===== config.mk =====
export PLATFORM = sky130hd
export DESIGN_NAME = telnet_iac_option_negotiator
export DESIGN_NICKNAME = d
export VERILOG_FILES = /design/src/rtl/tion_pkg.sv /design/src/rtl/tion_front.sv /design/src/rtl/tion_fifo.sv /design/src/rtl/tion_back.sv /design/src/rtl/telnet_iac_option_negotiator.sv
export SDC_FILE = /design/constraint.sdc
export NUM_CORES = 1
export LEC_CHECK = 0
export BUFFER_PORTS_ARGS = -buffer_cell sky130_fd_sc_hd__buf_2
export CORE_ASPECT_RATIO = 0.9
export CORE_MARGIN = 3
export CORE_UTILIZATION = 56
export CTS_CLUSTER_SIZE = 8
export DETAILED_ROUTE_END_ITERATION = 12
export PLACE_DENSITY = 0.82
export SETUP_SLACK_MARGIN = 0.02
export SLEW_MARGIN = 20
export SYNTH_ARGS = -nofsm -noshare
export SYNTH_HDL_FRONTEND = slang
export SYNTH_SLANG_ARGS = --single-unit

===== constraint.sdc =====
create_clock -name clk -period 4 [get_ports clk]
set_clock_uncertainty 0.05 [all_clocks]
set_input_delay 0.8 -clock clk [delete_from_list [all_inputs] [get_ports clk]]
set_output_delay 0.8 -clock clk [all_outputs]
set_load 0.02 [all_outputs]

===== src/rtl/tion_pkg.sv =====
// Package for the telnet option negotiator: payload and job types, telnet
// byte codes, command and phase codes, and the hello offer table.
// No dependencies.
package tion_pkg;

  typedef struct packed {
    logic [1:0] cmd;
    logic [1:0] slot;
    logic [7:0] data_byte;
  } in_item_t;

  typedef struct packed {
    logic       out_kind;
    logic [1:0] out_slot;
    logic [7:0] out_byte;
    logic       last;
  } out_item_t;

  localparam logic [1:0] JOB_KEY   = 2'd0;
  localparam logic [1:0] JOB_REPLY = 2'd1;
  localparam logic [1:0] JOB_HELLO = 2'd2;

  typedef struct packed {
    logic [1:0] kind;
    logic [1:0] slot;
    logic [7:0] b0;
    logic [7:0] b1;
  } job_t;

  localparam logic [7:0] B_IAC  = 8'd255;
  localparam logic [7:0] B_SE   = 8'd240;
  localparam logic [7:0] B_SB   = 8'd250;
  localparam logic [7:0] B_WILL = 8'd251;
  localparam logic [7:0] B_WONT = 8'd252;
  localparam logic [7:0] B_DO   = 8'd253;
  localparam logic [7:0] B_DONT = 8'd254;

  localparam logic [7:0] BINARY_OPTION = 8'd0;
  localparam logic [7:0] ECHO_OPTION   = 8'd1;
  localparam logic [7:0] SGA_OPTION    = 8'd3;

  localparam logic [1:0] CMD_BYTE  = 2'd0;
  localparam logic [1:0] CMD_RESET = 2'd1;
  localparam logic [1:0] CMD_HELLO = 2'd2;

  localparam logic [2:0] PH_DATA   = 3'd0;
  localparam logic [2:0] PH_IAC    = 3'd1;
  localparam logic [2:0] PH_VERB   = 3'd2;
  localparam logic [2:0] PH_SB     = 3'd3;
  localparam logic [2:0] PH_SB_IAC = 3'd4;

  localparam logic [3:0] HELLO_WILL = 4'b1011;
  localparam logic [3:0] HELLO_DO   = 4'b1001;
  localparam logic [3:0] STEP_KEY_LAST   = 4'd0;
  localparam logic [3:0] STEP_REPLY_LAST = 4'd2;
  localparam logic [3:0] STEP_HELLO_LAST = 4'd14;

  localparam int QDEPTH = 4;
  localparam int QAW    = 2;

  function automatic logic [7:0] hello_byte(input logic [3:0] step);
    logic [7:0] b;
    case (step)
      4'd1:    b = B_WILL;
      4'd2:    b = ECHO_OPTION;
      4'd4:    b = B_WILL;
      4'd5:    b = SGA_OPTION;
      4'd7:    b = B_DO;
      4'd8:    b = SGA_OPTION;
      4'd10:   b = B_WILL;
      4'd11:   b = BINARY_OPTION;
      4'd13:   b = B_DO;
      4'd14:   b = BINARY_OPTION;
      default: b = B_IAC;
    endcase
    return b;
  endfunction

endpackage


===== src/rtl/tion_front.sv =====
// Front end of the telnet option negotiator: keeps per-slot parser state,
// classifies each accepted item and, where it calls for output, queues a job.
// Depends on tion_pkg.
module tion_front #(
  parameter int SLOTS = 4
) (
  input  logic              clk,
  input  logic              rst_n,
  input  logic              accept,
  input  tion_pkg::in_item_t item,
  output logic              job_push,
  output tion_pkg::job_t    job
);

  localparam int SW = (SLOTS > 1) ? $clog2(SLOTS) : 1;

  logic [2:0] phase_r [SLOTS];
  logic [2:0] phase_nxt [SLOTS];
  logic [7:0] verb_r [SLOTS];
  logic [3:0] will_r [SLOTS];
  logic [3:0] will_nxt [SLOTS];
  logic [3:0] do_r [SLOTS];
  logic [3:0] do_nxt [SLOTS];

  logic [SW-1:0] sidx;
  logic          slot_ok;
  logic [7:0]    b;
  logic [7:0]    pv;
  logic [3:0]    bitv;
  logic [2:0]    ph;
  logic          verb_we;

  assign sidx    = SW'(item.slot);
  assign slot_ok = (32'(item.slot) < SLOTS);
  assign b       = item.data_byte;
  assign pv      = verb_r[sidx];
  assign ph      = phase_r[sidx];
  assign bitv    = (b[7:2] == 6'd0) ? (4'b0001 << b[1:0]) : 4'b0000;

  always_comb begin
    phase_nxt = phase_r;
    will_nxt  = will_r;
    do_nxt    = do_r;
    verb_we   = 1'b0;
    job_push  = 1'b0;
    job.kind  = tion_pkg::JOB_KEY;
    job.slot  = item.slot;
    job.b0    = b;
    job.b1    = b;
    if (accept && slot_ok) begin
      unique case (item.cmd)
        tion_pkg::CMD_BYTE: begin
          case (ph)
            tion_pkg::PH_IAC: begin
              if (b == tion_pkg::B_IAC) begin
                job_push        = 1'b1;
                phase_nxt[sidx] = tion_pkg::PH_DATA;
              end else if (b == tion_pkg::B_SB) begin
                phase_nxt[sidx] = tion_pkg::PH_SB;
              end else if (b >= tion_pkg::B_WILL && b <= tion_pkg::B_DONT) begin
                verb_we         = 1'b1;
                phase_nxt[sidx] = tion_pkg::PH_VERB;
              end else begin
                phase_nxt[sidx] = tion_pkg::PH_DATA;
              end
            end
            tion_pkg::PH_VERB: begin
              phase_nxt[sidx] = tion_pkg::PH_DATA;
              job.kind        = tion_pkg::JOB_REPLY;
              if (pv == tion_pkg::B_DO) begin
                if (b == tion_pkg::ECHO_OPTION || b == tion_pkg::SGA_OPTION ||
                    b == tion_pkg::BINARY_OPTION) begin
                  if ((will_r[sidx] & bitv) == 4'd0) begin
                    job_push       = 1'b1;
                    job.b0         = tion_pkg::B_WILL;
                    will_nxt[sidx] = will_r[sidx] | bitv;
                  end
                end else begin
                  job_push = 1'b1;
                  job.b0   = tion_pkg::B_WONT;
                end
              end else if (pv == tion_pkg::B_WILL) begin
                if (b == tion_pkg::SGA_OPTION || b == tion_pkg::BINARY_OPTION) begin
                  if ((do_r[sidx] & bitv) == 4'd0) begin
                    job_push     = 1'b1;
                    job.b0       = tion_pkg::B_DO;
                    do_nxt[sidx] = do_r[sidx] | bitv;
                  end
                end else begin
                  job_push = 1'b1;
                  job.b0   = tion_pkg::B_DONT;
                end
              end else if (pv == tion_pkg::B_WONT) begin
                job_push = 1'b1;
                job.b0   = tion_pkg::B_DONT;
              end else if (pv == tion_pkg::B_DONT) begin
                job_push = 1'b1;
                job.b0   = tion_pkg::B_WONT;
              end
            end
            tion_pkg::PH_SB: begin
              if (b == tion_pkg::B_IAC) begin
                phase_nxt[sidx] = tion_pkg::PH_SB_IAC;
              end
            end
            tion_pkg::PH_SB_IAC: begin
              phase_nxt[sidx] = (b == tion_pkg::B_SE) ? tion_pkg::PH_DATA : tion_pkg::PH_SB;
            end
            default: begin
              if (b == tion_pkg::B_IAC) begin
                phase_nxt[sidx] = tion_pkg::PH_IAC;
              end else begin
                job_push        = 1'b1;
                phase_nxt[sidx] = tion_pkg::PH_DATA;
              end
            end
          endcase
        end
        tion_pkg::CMD_RESET: begin
          phase_nxt[sidx] = tion_pkg::PH_DATA;
          will_nxt[sidx]  = 4'd0;
          do_nxt[sidx]    = 4'd0;
        end
        tion_pkg::CMD_HELLO: begin
          job_push       = 1'b1;
          job.kind       = tion_pkg::JOB_HELLO;
          will_nxt[sidx] = tion_pkg::HELLO_WILL;
          do_nxt[sidx]   = tion_pkg::HELLO_DO;
        end
        default: begin
        end
      endcase
    end
  end

  always_ff @(posedge clk) begin
    if (!rst_n) begin
      for (int i = 0; i < SLOTS; i++) begin
        phase_r[i] <= tion_pkg::PH_DATA;
        will_r[i]  <= 4'd0;
        do_r[i]    <= 4'd0;
      end
    end else begin
      phase_r <= phase_nxt;
      will_r  <= will_nxt;
      do_r    <= do_nxt;
    end
  end

  always_ff @(posedge clk) begin
    if (verb_we) begin
      verb_r[sidx] <= b;
    end
  end

endmodule


===== src/rtl/tion_fifo.sv =====
// Short job queue between the front and back ends of the negotiator.
// Depends on tion_pkg.
module tion_fifo (
  input  logic           clk,
  input  logic           rst_n,
  input  logic           push,
  input  tion_pkg::job_t push_job,
  output logic           full,
  input  logic           pop,
  output logic           empty,
  output tion_pkg::job_t head
);

  tion_pkg::job_t mem [tion_pkg::QDEPTH];

  logic [tion_pkg::QAW-1:0] wptr_r;
  logic [tion_pkg::QAW-1:0] rptr_r;
  logic [tion_pkg::QAW:0]   count_r;

  assign full  = (count_r == (tion_pkg::QAW+1)'(tion_pkg::QDEPTH));
  assign empty = (count_r == '0);
  assign head  = mem[rptr_r];

  always_ff @(posedge clk) begin
    if (push) begin
      mem[wptr_r] <= push_job;
    end
  end

  always_ff @(posedge clk) begin
    if (!rst_n) begin
      wptr_r  <= '0;
      rptr_r  <= '0;
      count_r <= '0;
    end else begin
      if (push) begin
        wptr_r <= wptr_r + 1'b1;
      end
      if (pop) begin
        rptr_r <= rptr_r + 1'b1;
      end
      if (push && !pop) begin
        count_r <= count_r + 1'b1;
      end else if (pop && !push) begin
        count_r <= count_r - 1'b1;
      end
    end
  end

endmodule


===== src/rtl/tion_back.sv =====
// Back end of the negotiator: plays out the bytes of queued jobs into the
// result register, one per cycle unless a held result stalls it.
// Depends on tion_pkg.
module tion_back (
  input  logic              clk,
  input  logic              rst_n,
  input  logic              q_empty,
  input  tion_pkg::job_t    q_head,
  output logic              q_pop,
  output logic              out_empty,
  input  logic              out_pop,
  output tion_pkg::out_item_t out_item
);

  logic                busy_r;
  tion_pkg::job_t      job_r;
  logic [3:0]          step_r;
  logic                out_valid_r;
  tion_pkg::out_item_t out_r;

  logic                adv;
  logic                emit;
  logic                fin;
  logic [3:0]          last_step;
  tion_pkg::out_item_t res;

  assign adv  = !out_valid_r || out_pop;
  assign emit = busy_r && adv;

  always_comb begin
    unique case (job_r.kind)
      tion_pkg::JOB_REPLY: last_step = tion_pkg::STEP_REPLY_LAST;
      tion_pkg::JOB_HELLO: last_step = tion_pkg::STEP_HELLO_LAST;
      default:             last_step = tion_pkg::STEP_KEY_LAST;
    endcase
  end

  assign fin   = emit && (step_r == last_step);
  assign q_pop = !q_empty && (!busy_r || fin);

  always_comb begin
    res.last     = (step_r == last_step);
    res.out_kind = 1'b1;
    res.out_slot = job_r.slot;
    res.out_byte = tion_pkg::B_IAC;
    unique case (job_r.kind)
      tion_pkg::JOB_REPLY: begin
        case (step_r)
          4'd1:    res.out_byte = job_r.b0;
          4'd2:    res.out_byte = job_r.b1;
          default: res.out_byte = tion_pkg::B_IAC;
        endcase
      end
      tion_pkg::JOB_HELLO: res.out_byte = tion_pkg::hello_byte(step_r);
      default: begin
        res.out_kind = 1'b0;
        res.out_slot = 2'd0;
        res.out_byte = job_r.b0;
      end
    endcase
  end

  always_ff @(posedge clk) begin
    if (!rst_n) begin
      busy_r      <= 1'b0;
      step_r      <= 4'd0;
      out_valid_r <= 1'b0;
    end else begin
      if (q_pop) begin
        busy_r <= 1'b1;
        step_r <= 4'd0;
      end else if (fin) begin
        busy_r <= 1'b0;
      end else if (emit) begin
        step_r <= step_r + 1'b1;
      end
      if (emit) begin
        out_valid_r <= 1'b1;
      end else if (out_pop) begin
        out_valid_r <= 1'b0;
      end
    end
  end

  always_ff @(posedge clk) begin
    if (q_pop) begin
      job_r <= q_head;
    end
    if (emit) begin
      out_r <= res;
    end
  end

  assign out_empty = !out_valid_r;
  assign out_item  = out_r;

endmodule


===== src/rtl/telnet_iac_option_negotiator.sv =====
// Telnet receive parser with per-slot option negotiation.
// Input side is a queue: an item transfers when in_push is high and in_full
// is low. Each item is a received byte, a slot reset or a hello for one slot.
// Result side is a queue: while out_empty is low the oldest result is on
// out_item, and it transfers when out_pop is high.
// The front end updates the slot's parser state when an item is taken and
// queues a job for it if it gives results; the back end plays each job out
// one byte a cycle while out_pop keeps up. A keystroke gives one result, a
// negotiation reply three, a hello fifteen; other items queue no job.
// An item's job passes the job queue and the back end's job register
// before its first result is written, if the back end is idle. Throughput
// is one input item per cycle while the job queue has room, and one result
// per cycle while out_pop keeps up, set by the back end's single sequencer.
// If out_pop stays low, the result register holds, the back end stops, the
// four-entry job queue fills and in_full rises.
// Synchronous reset clears all slots to plain data with empty option maps
// and empties the job queue and the result register.
module telnet_iac_option_negotiator #(
  parameter int SLOTS = 4
) (
  input  logic                clk,
  input  logic                rst_n,
  input  logic                in_push,
  output logic                in_full,
  input  tion_pkg::in_item_t  in_item,
  output logic                out_empty,
  input  logic                out_pop,
  output tion_pkg::out_item_t out_item
);

  logic           accept;
  logic           job_push;
  tion_pkg::job_t job;
  logic           q_pop;
  logic           q_empty;
  tion_pkg::job_t q_head;

  assign accept = in_push && !in_full;

  tion_front #(
    .SLOTS(SLOTS)
  ) u_front (
    .clk     (clk),
    .rst_n   (rst_n),
    .accept  (accept),
    .item    (in_item),
    .job_push(job_push),
    .job     (job)
  );

  tion_fifo u_fifo (
    .clk     (clk),
    .rst_n   (rst_n),
    .push    (job_push),
    .push_job(job),
    .full    (in_full),
    .pop     (q_pop),
    .empty   (q_empty),
    .head    (q_head)
  );

  tion_back u_back (
    .clk      (clk),
    .rst_n    (rst_n),
    .q_empty  (q_empty),
    .q_head   (q_head),
    .q_pop    (q_pop),
    .out_empty(out_empty),
    .out_pop  (out_pop),
    .out_item (out_item)
  );

endmodule

==> metrics.txt, run 1 <==
crit path kind=reg -> reg; clock sink count=205; io pins=30; post-DR wirelength/cell=21.21 um; die area=17660 um^2; share of layout cells above drive strength 1=0.1843; hold_buf cts=0; core area=15600 um^2; Tot GR Track Use=0.2342; Detailed Route Iter0 Violations=615; worst slew margin relative to its limit=0.3021; PortBufs=29; P_leak=3.670 nW; Syn Nets=718; Multi-input gate area=3267 um^2; commonest cells after routing, fill and taps aside=edfxtp_1 (144), nand2_1 (62), dfxtp_1 (61), nor2_1 (57), a21oi_1 (43); area delta synth->final=16.16%; post-placement cell area=9637 um^2; gp weighted congestion=0.9865; # fillers=1044; vias in the first global route=6235; Peak VDD IR=0.6177 mV; cells after synthesis=682; critical path peak fanout=18; CTS-repair resized insts=0; Root Buffer=clkbuf_16; CP max stage delay=620 ps; RSZ-0062 raised after global routing=no; initial core utilization=0.5779; WP data required=4350 ps; status=complete, no violations; register bit count reported by yosys=205; final hold vios=0; vias per inst=6.312; final std cells w/o fill=980; Critical Path Source Type=flop; Yosys warning total=0; post-placement worst setup slack=45.44 ps; min Tclk post-route=3618 ps; first-pass GRT wire length=33.18 mm; Die X=139.8 um; total CTS buffers=29; H-tree Lvls=1; deepest clock path buffer count=3; pin count of the biggest net entering global routing=27; # Post-CTS Setup Buffers=0; cell area after layout=10480 um^2; Chip Height=126.4 um; asr flop ratio synth=0; Avg Inst Size Synth=13.22 um^2; Slowest cell on crit path=ha_1; synthesized cell area=9017 um^2; Power Total=0.006464 W; final net count=790; period utilization=0.9044; Final Routed Wirelength=20.79 mm; worst hold stages=2; crit path launch=u_back.job_r[18]; first-pass iteration count of the detailed router=7; crit-path cells=inv_1, ha_1, xnor2_1, a211o_1, inv_1, nor3_1, xnor2_1, nor2_1, inv_1, ha_1, o21a_1, nand2b_1, a222oi_1; Cells after DPL=925; setup TNS=0 ps; antenna violations before repair=2; Worst-path clk slew=50 ps; Congestion Overflow GR=0; Post-synth top flop=edfxtp_1; # DRC=0; Max Fclk=0.2764 GHz; worst r2r src=u_back.job_r[18]; DR vias=6186; arrival time at the worst endpoint=3970 ps; Setup violations, final=0; pwr dens=617.1 nW/um^2; CTS tree=done; final worst slack=382.4 ps; critical path endpoint category=flop; Worst Reg2Reg Path Length in Cells=13; Reg area=5545 um^2; Clock Latency Late Sink=550 ps; most common cell after layout, fill and taps aside=edfxtp_1; DP Wirelength=13.96 mm; antenna-violating nets left=0; pin slew with the least headroom to its limit=1043 ps; sequential area share after synthesis=0.6150; EDFF count, synth=144; Hold Crit Class=reg -> reg; Max-cap violations=0; std cell rows=43; Final Slew Violations=0; Synth cell types=63; most frequent CP cell=inv_1
power by group:
part           internal [W]  switching [W]
registers           0.00265       0.000145
clock network       0.00136       0.000886
logic              0.000537       0.000888
cell type report:
class	count	area share
diodes	2	0.0004778
clock buffers	51	0.07716
clock inverters	2	0.002389
inverters	29	0.01039
multi-input cells	426	0.3119
flip-flops and latches	205	0.5294
well taps	202	0.02413
repair buffers	63	0.04420
Yosys cell counts (all sizes together) (6+ instances only):
cell type	instances	area, um^2
a21oi	43	215.2
a22o	12	105.1
a22oi	6	50.05
a32o	10	100.1
and2	9	56.30
buf	8	43.79
clkbuf	14	52.55
dfxtp	61	1221
edfxtp	144	4324
ha	19	237.7
inv	28	105.1
mux2i	8	80.08
mux4	36	818.3
nand2	62	232.7
nand2b	8	50.05
nand3	13	65.06
nor2	57	214.0
nor2b	11	68.82
nor3	9	50.05
o21a	6	45.04
o21ai	31	155.1
o22ai	7	43.79
o31ai	6	68.81
or2	7	43.80
xnor2	8	70.07
stage by stage:
| step | hold WS (ps) | utilization |
|---|---|---|
| floorplan | 373.7 | - |
| global placement | 391.4 | 0.6176 |
| detailed placement | 394.1 | 0.6176 |
| CTS | 400.8 | 0.6711 |
| global route | 427.4 | 0.6714 |
| finish | 409.8 | 0.6714 |
logic make-up after synthesis:
kind of cell             after synthesis  synth area share
flip-flops                           205            0.6150
AND/OR/NAND/NOR                      203            0.1107
buffers and inverters                 51           0.02275
XOR/XNOR                              12           0.01166
AO/OA/AOI/OAI                        147            0.1117
multiplexers                          44           0.09963
adder cells (fa/ha/maj)               20           0.02858
path summary, 6_finish.rpt:
| path | end | slack, ps |
|---|---|---|
| max | flop | 380 |
| max reg2reg | flop | 380 |
| min reg2reg | flop | 410 |
| min | flop | 410 |
layer usage:
metal | GRT usage | share of wire | up-vias
met2 | 0.4062 | 0.50 | 318
met5 | 0 | 0 | -
met1 | 0.3026 | 0.40 | 3061
li1 | - | - | 2741
met4 | 0.07749 | 0.032 | 0
met3 | 0.04033 | 0.065 | 66
critical path, delay by kind of cell (launching register included):
family / cells / cell delay [ps]
AND/OR/NAND/NOR: 3 / 800
flip-flops: 1 / 370
XOR/XNOR: 2 / 390
AO/OA/AOI/OAI: 3 / 790
buffers and inverters: 3 / 240
adder cells (fa/ha/maj): 2 / 840
No activity file was read; power rests on OpenSTA's default activity.
==> run 2: changes to the inputs <==
Settings changed: BUFFER_PORTS_ARGS -buffer_cell sky130_fd_sc_hd__buf_2 to -buffer_cell sky130_fd_sc_hd__clkbuf_2.
==> run 2 against run 1 <==
Against the previous run:
- critical path type unchanged
- register-to-register slack gained 30 ps
- combinational power is essentially flat
- first-iteration DRC count shrank 16%
- flip-flop and latch count is the same
- sequential power is essentially flat
- final area shrank 0.20%
- total power shrank 0.27%
- largest power group unchanged
- non-clock buffer count shrank 2
- clock power is essentially flat
- routed wire length shrank 3.0%
- core utilization shrank 0.14 points
- worst hold slack lost 3.0 ps
==> metrics.txt, run 2 (synthesis results as in run 1) <==
Critical Path Source Type=flop; Final Routed Wirelength=20.15 mm (-3.0%); Worst Reg2Reg Path Length in Cells=12 (-1); clock sink count=205 (unchanged); status=complete, no violations; Slowest cell on crit path=ha_1; period utilization=0.8958 (-0.008607); Tot GR Track Use=0.2264 (-0.007789); Peak VDD IR=0.5222 mV (-15%); first-pass GRT wire length=32.04 mm (-3.5%); # DRC=0 (unchanged); pwr dens=616.7 nW/um^2 (about the same); Power Total=0.006447 W (-0.27%); total CTS buffers=29 (unchanged); fin util=0.6700 (-0.001363); arrival time at the worst endpoint=3910 ps (-60 ps); critical path endpoint category=flop; antenna-violating nets left=0 (unchanged); post-DR wirelength/cell=20.63 um (-2.7%); pin count of the biggest net entering global routing=27 (unchanged); DP Wirelength=13.63 mm (-2.4%); crit path kind=reg -> reg; setup TNS=0 ps (unchanged); core area=15600 um^2 (unchanged); worst hold stages=2 (unchanged); most common cell after layout, fill and taps aside=edfxtp_1; initial core utilization=0.5779 (unchanged); die area=17660 um^2 (unchanged); Detailed Route Iter0 Violations=518 (-16%); pin slew with the least headroom to its limit=1078 ps (+35.09 ps); # fillers=1099 (+5.3%); post-placement worst setup slack=-48.59 ps (-94.03 ps); H-tree Lvls=1 (unchanged); PortBufs=29 (unchanged); CTS tree=done; share of layout cells above drive strength 1=0.1822 (-0.002108); Max-cap violations=0 (unchanged); io pins=30 (unchanged); CP delay by family, top=adder cells; gp weighted congestion=0.9383 (-4.9%); vias per inst=6.182 (-2.1%); Chip Height=126.4 um (unchanged); WP data required=4330 ps (-20 ps); Worst-path clk slew=50 ps (about the same); Buffers & Inverters on Critical Path=2 (-1); final net count=788 (-0.25%); Setup violations, final=0 (unchanged); number of cells on the critical path=12 (-1); DR vias=6040 (-2.4%); critical path peak fanout=18 (unchanged); crit-path cells=ha_1, xnor2_1, a211o_1, inv_1, nor3_1, xnor2_1, nor2_1, inv_1, ha_1, o21a_1, nand2b_1, a222oi_1; area delta synth->final=15.93%; P_leak=3.665 nW (-0.12%); worst slew margin relative to its limit=0.2787 (-0.02348); hold_buf cts=0 (unchanged); Max Fclk=0.2791 GHz (+0.96%); # Post-CTS Setup Buffers=0 (unchanged); deepest clock path buffer count=3 (unchanged); min Tclk post-route=3583 ps (-34.43 ps); CP max stage delay=650 ps (+30 ps); vias in the first global route=6189 (-0.74%); Clock Latency Late Sink=540 ps (about the same); final hold vios=0 (unchanged); Hold Crit Class=reg -> reg; Final Slew Violations=0 (unchanged); commonest cells after routing, fill and taps aside=edfxtp_1 (144), nand2_1 (62), dfxtp_1 (61), nor2_1 (57), a21oi_1 (43); std cell rows=43 (unchanged); final worst slack=416.9 ps (+34.43 ps); Die X=139.8 um (unchanged); first-pass iteration count of the detailed router=5 (-2); Root Buffer=clkbuf_16; antenna violations before repair=1 (-1); Congestion Overflow GR=0 (unchanged); CTS-repair resized insts=0 (unchanged); RSZ-0062 raised after global routing=no
==> run 2: cell types whose count changed in the layout (fill, tap and decap cells not counted), sizes merged <==
cell	delta
clkinv	-1
buf	-31
diode	-1
clkbuf	+30
==> run 2: per-layer routing <==
metal  share of wire  track usage
met1            0.41       0.2837
met2            0.51       0.3986
met3           0.057      0.04599
met4           0.027      0.07179
met5               0            0
==> run 2: path summary, 6_finish.rpt <==
path              slack [ps]        startpoint   end
setup / recovery         420  u_back.job_r[19]  flop
hold / removal           410              flop  flop
setup reg to reg         420  u_back.job_r[19]  flop
hold reg to reg          410              flop  flop
==> run 2: final cells by class <==
cell class                 count  area (um^2)  area share
timing repair buffer          61        435.4     0.04165
clock inverter                 1        20.02    0.001915
multi-input combinational    426         3267      0.3125
antenna                        1        2.502   0.0002394
tap                          202        252.7     0.02418
sequential                   205         5545      0.5305
inverter                      29        108.9     0.01041
clock buffer                  52        822.0     0.07864
==> run 2: per-stage QoR <==
step           instances  hold slack [ps]  instance area (um^2)
3_5_place_dp         923            393.2                  9609
4_1_cts              976            400.2                 10450
5_1_grt              977            436.3                 10450
2_1_floorplan        682            373.7                  9017
6_report             977            406.8                 10450
3_3_place_gp         923            389.7                  9609
==> run 2: where the power goes <==
group / switching [W] / internal (W) / total, W
clock network: 0.000864 / 0.00137 / 0.00224
logic: 0.000879 / 0.000538 / 0.00142
registers: 0.000139 / 0.00265 / 0.00279
total: 0.00188 / 0.00456 / 0.00645
==> run 2: tightest hold or removal path, stage by stage (launching register included) <==
cell and delay [ps]:
dfxtp_1 310, nand2_1 50, o21ai_1 50
==> run 3: changes to the inputs <==
Settings changed: RECOVER_POWER set to 100.
==> run 3 against run 2 <==
Against the previous run:
- sequential power about the same
- highest routed layer unchanged
- first-iteration DRC count increased by 9.7%
- critical path type is now in -> reg
- routed wire length about the same
- critical path depth increased by 1
- combinational power decreased by 3%
- register-to-register slack about the same
- final cell count unchanged
- largest power group unchanged
- total power decreased by 0.41%
==> metrics.txt, run 3 (synthesis results as in run 1) <==
pin count of the biggest net entering global routing=27 (unchanged); post-placement cell area=9609 um^2 (unchanged); total CTS buffers=29 (unchanged); Final Routed Wirelength=20.14 mm (about the same); Critical Path End=u_fifo.count_r[2]; first-pass GRT wire length=32.04 mm (unchanged); arrival time at the worst endpoint=4140 ps (+230 ps); crit path launch=in_item[9]; Chip Height=126.4 um (unchanged); # DRC=0 (unchanged); Tot GR Track Use=0.2264 (unchanged); final std cells w/o fill=977 (unchanged); area delta synth->final=14.64%; hold_buf cts=0 (unchanged); Worst Reg2Reg Path Length in Cells=12 (unchanged); Metal-1 WL=8.093 mm (-0.92%); DR vias=6016 (-0.40%); CTS tree=done; cell area after layout=10340 um^2 (-1.1%); met2 wire length=10.23 mm (-0.62%); Root Buffer=clkbuf_16; register-to-register setup slack=410 ps (about the same); critical path endpoint category=flop; gp weighted congestion=0.9383 (unchanged); initial core utilization=0.5779 (unchanged); PortBufs=29 (unchanged); Max-cap violations=0 (unchanged); final net count=788 (unchanged); # fillers=1134 (+3.2%); antenna violations before repair=1 (unchanged); crit path kind=in -> reg; most common cell after layout, fill and taps aside=edfxtp_1; min Tclk post-route=3741 ps (+157.6 ps); core area=15600 um^2 (unchanged); Die X=139.8 um (unchanged); WHS=406.1 ps (-0.7560 ps); Peak VDD IR=0.5176 mV (-0.87%); Detailed Route Iter0 Violations=568 (+9.7%); Max Fclk=0.2673 GHz (-4.2%); WP data required=4400 ps (+70 ps); share of layout cells above drive strength 1=0.1344 (-0.04780); Setup violations, final=0 (unchanged); worst r2r src=u_back.job_r[19]; # Post-CTS Setup Buffers=0 (unchanged); H-tree Lvls=1 (unchanged); Top Layer Used=met4; antenna-violating nets left=0 (unchanged); pin slew with the least headroom to its limit=1127 ps (+48.83 ps); Clock Latency Late Sink=540 ps (about the same); io pins=30 (unchanged); Critical Path Source Type=primary input; RSZ-0062 raised after global routing=no; Final Slew Violations=0 (unchanged); status=complete, no violations; deepest clock path buffer count=3 (unchanged); die area=17660 um^2 (unchanged); Met3 Routed Length=1.267 mm (+10%); first-pass iteration count of the detailed router=7 (+2); post-DR wirelength/cell=20.61 um (about the same); clock sink count=205 (unchanged); pwr dens=621.0 nW/um^2 (+0.71%); DP Wirelength=13.63 mm (unchanged); std cell rows=43 (unchanged); final hold vios=0 (unchanged); critical path peak fanout=13 (-5); CTS-repair resized insts=0 (unchanged); P_leak=3.537 nW (-3.5%); vias per inst=6.158 (-0.40%); Congestion Overflow GR=0 (unchanged); commonest cells after routing, fill and taps aside=edfxtp_1 (144), nand2_1 (62), dfxtp_1 (61), nor2_1 (57), clkbuf_1 (57); Worst-path clk slew=50 ps (about the same); period utilization=0.9352 (+0.03939); worst slew margin relative to its limit=0.2488 (-0.02990); vias in the first global route=6189 (unchanged); Cells after DPL=923 (unchanged); Hold Crit Class=reg -> reg
-- run 3: cell types whose count changed in the layout (fill, tap and decap cells not counted), sizes merged --
cell / change
buf: -16
clkbuf: +16
-- run 3: worst max-delay path, stage by stage --
cell      delay (ps)
clkbuf_1         530
mux4_2           590
mux2i_1          150
mux2i_1          140
a31o_2           270
o21a_1           190
nor2_1           160
ha_1             200
inv_1             60
fa_1             430
xor2_1           150
or3_1            300
a21oi_1          150
-- run 3: where the power goes --
part           internal [W]  leakage (nW)  switching [W]  total [W]
Sequential          0.00266          1.81       0.000139    0.00280
Clock               0.00137         0.400       0.000869    0.00224
Combinational      0.000503          1.33       0.000878    0.00138
-- run 3: through the flow --
step	utilization	setup TNS [ps]	setup WS [ps]	power, W
final	0.6626	0	259.3	0.006420
after global routing	0.6626	0	77.80	0.006700
after CTS	0.6698	0	422.7	0.006484
after detailed placement	0.6159	-48.59	-48.59	0.004222
after global placement	0.6159	0	73.28	0.004130
after floorplan	-	0	218.4	0.003796
-- run 3: area by class of cell --
cell class / count / area, um^2 / share of cell area
Timing Repair Buffer: 61 / 329.1 / 0.03183
Antenna cell: 1 / 2.502 / 0.0002421
Tap cell: 202 / 252.7 / 0.02445
Inverter: 29 / 108.9 / 0.01053
Clock inverter: 1 / 20.02 / 0.001937
Multi-Input combinational cell: 426 / 3257 / 0.3151
Sequential cell: 205 / 5545 / 0.5364
Clock buffer: 52 / 822.0 / 0.07952
-- run 3: per-layer routing --
metal  track usage  up-vias
met5             0        -
met4       0.07179        0
met3       0.04599       47
met2        0.3986      250
met1        0.2837     2976
li1              -     2743
-- run 3: worst min-delay path by stage --
stage | from | cells past startpoint | slack, ps | endpoint
after floorplan | flop | 2 | 370 | flop
after global placement | flop | 2 | 390 | flop
after detailed placement | flop | 2 | 390 | flop
after CTS | flop | 2 | 400 | flop
after global routing | flop | 1 | 440 | flop
final | flop | 2 | 410 | flop
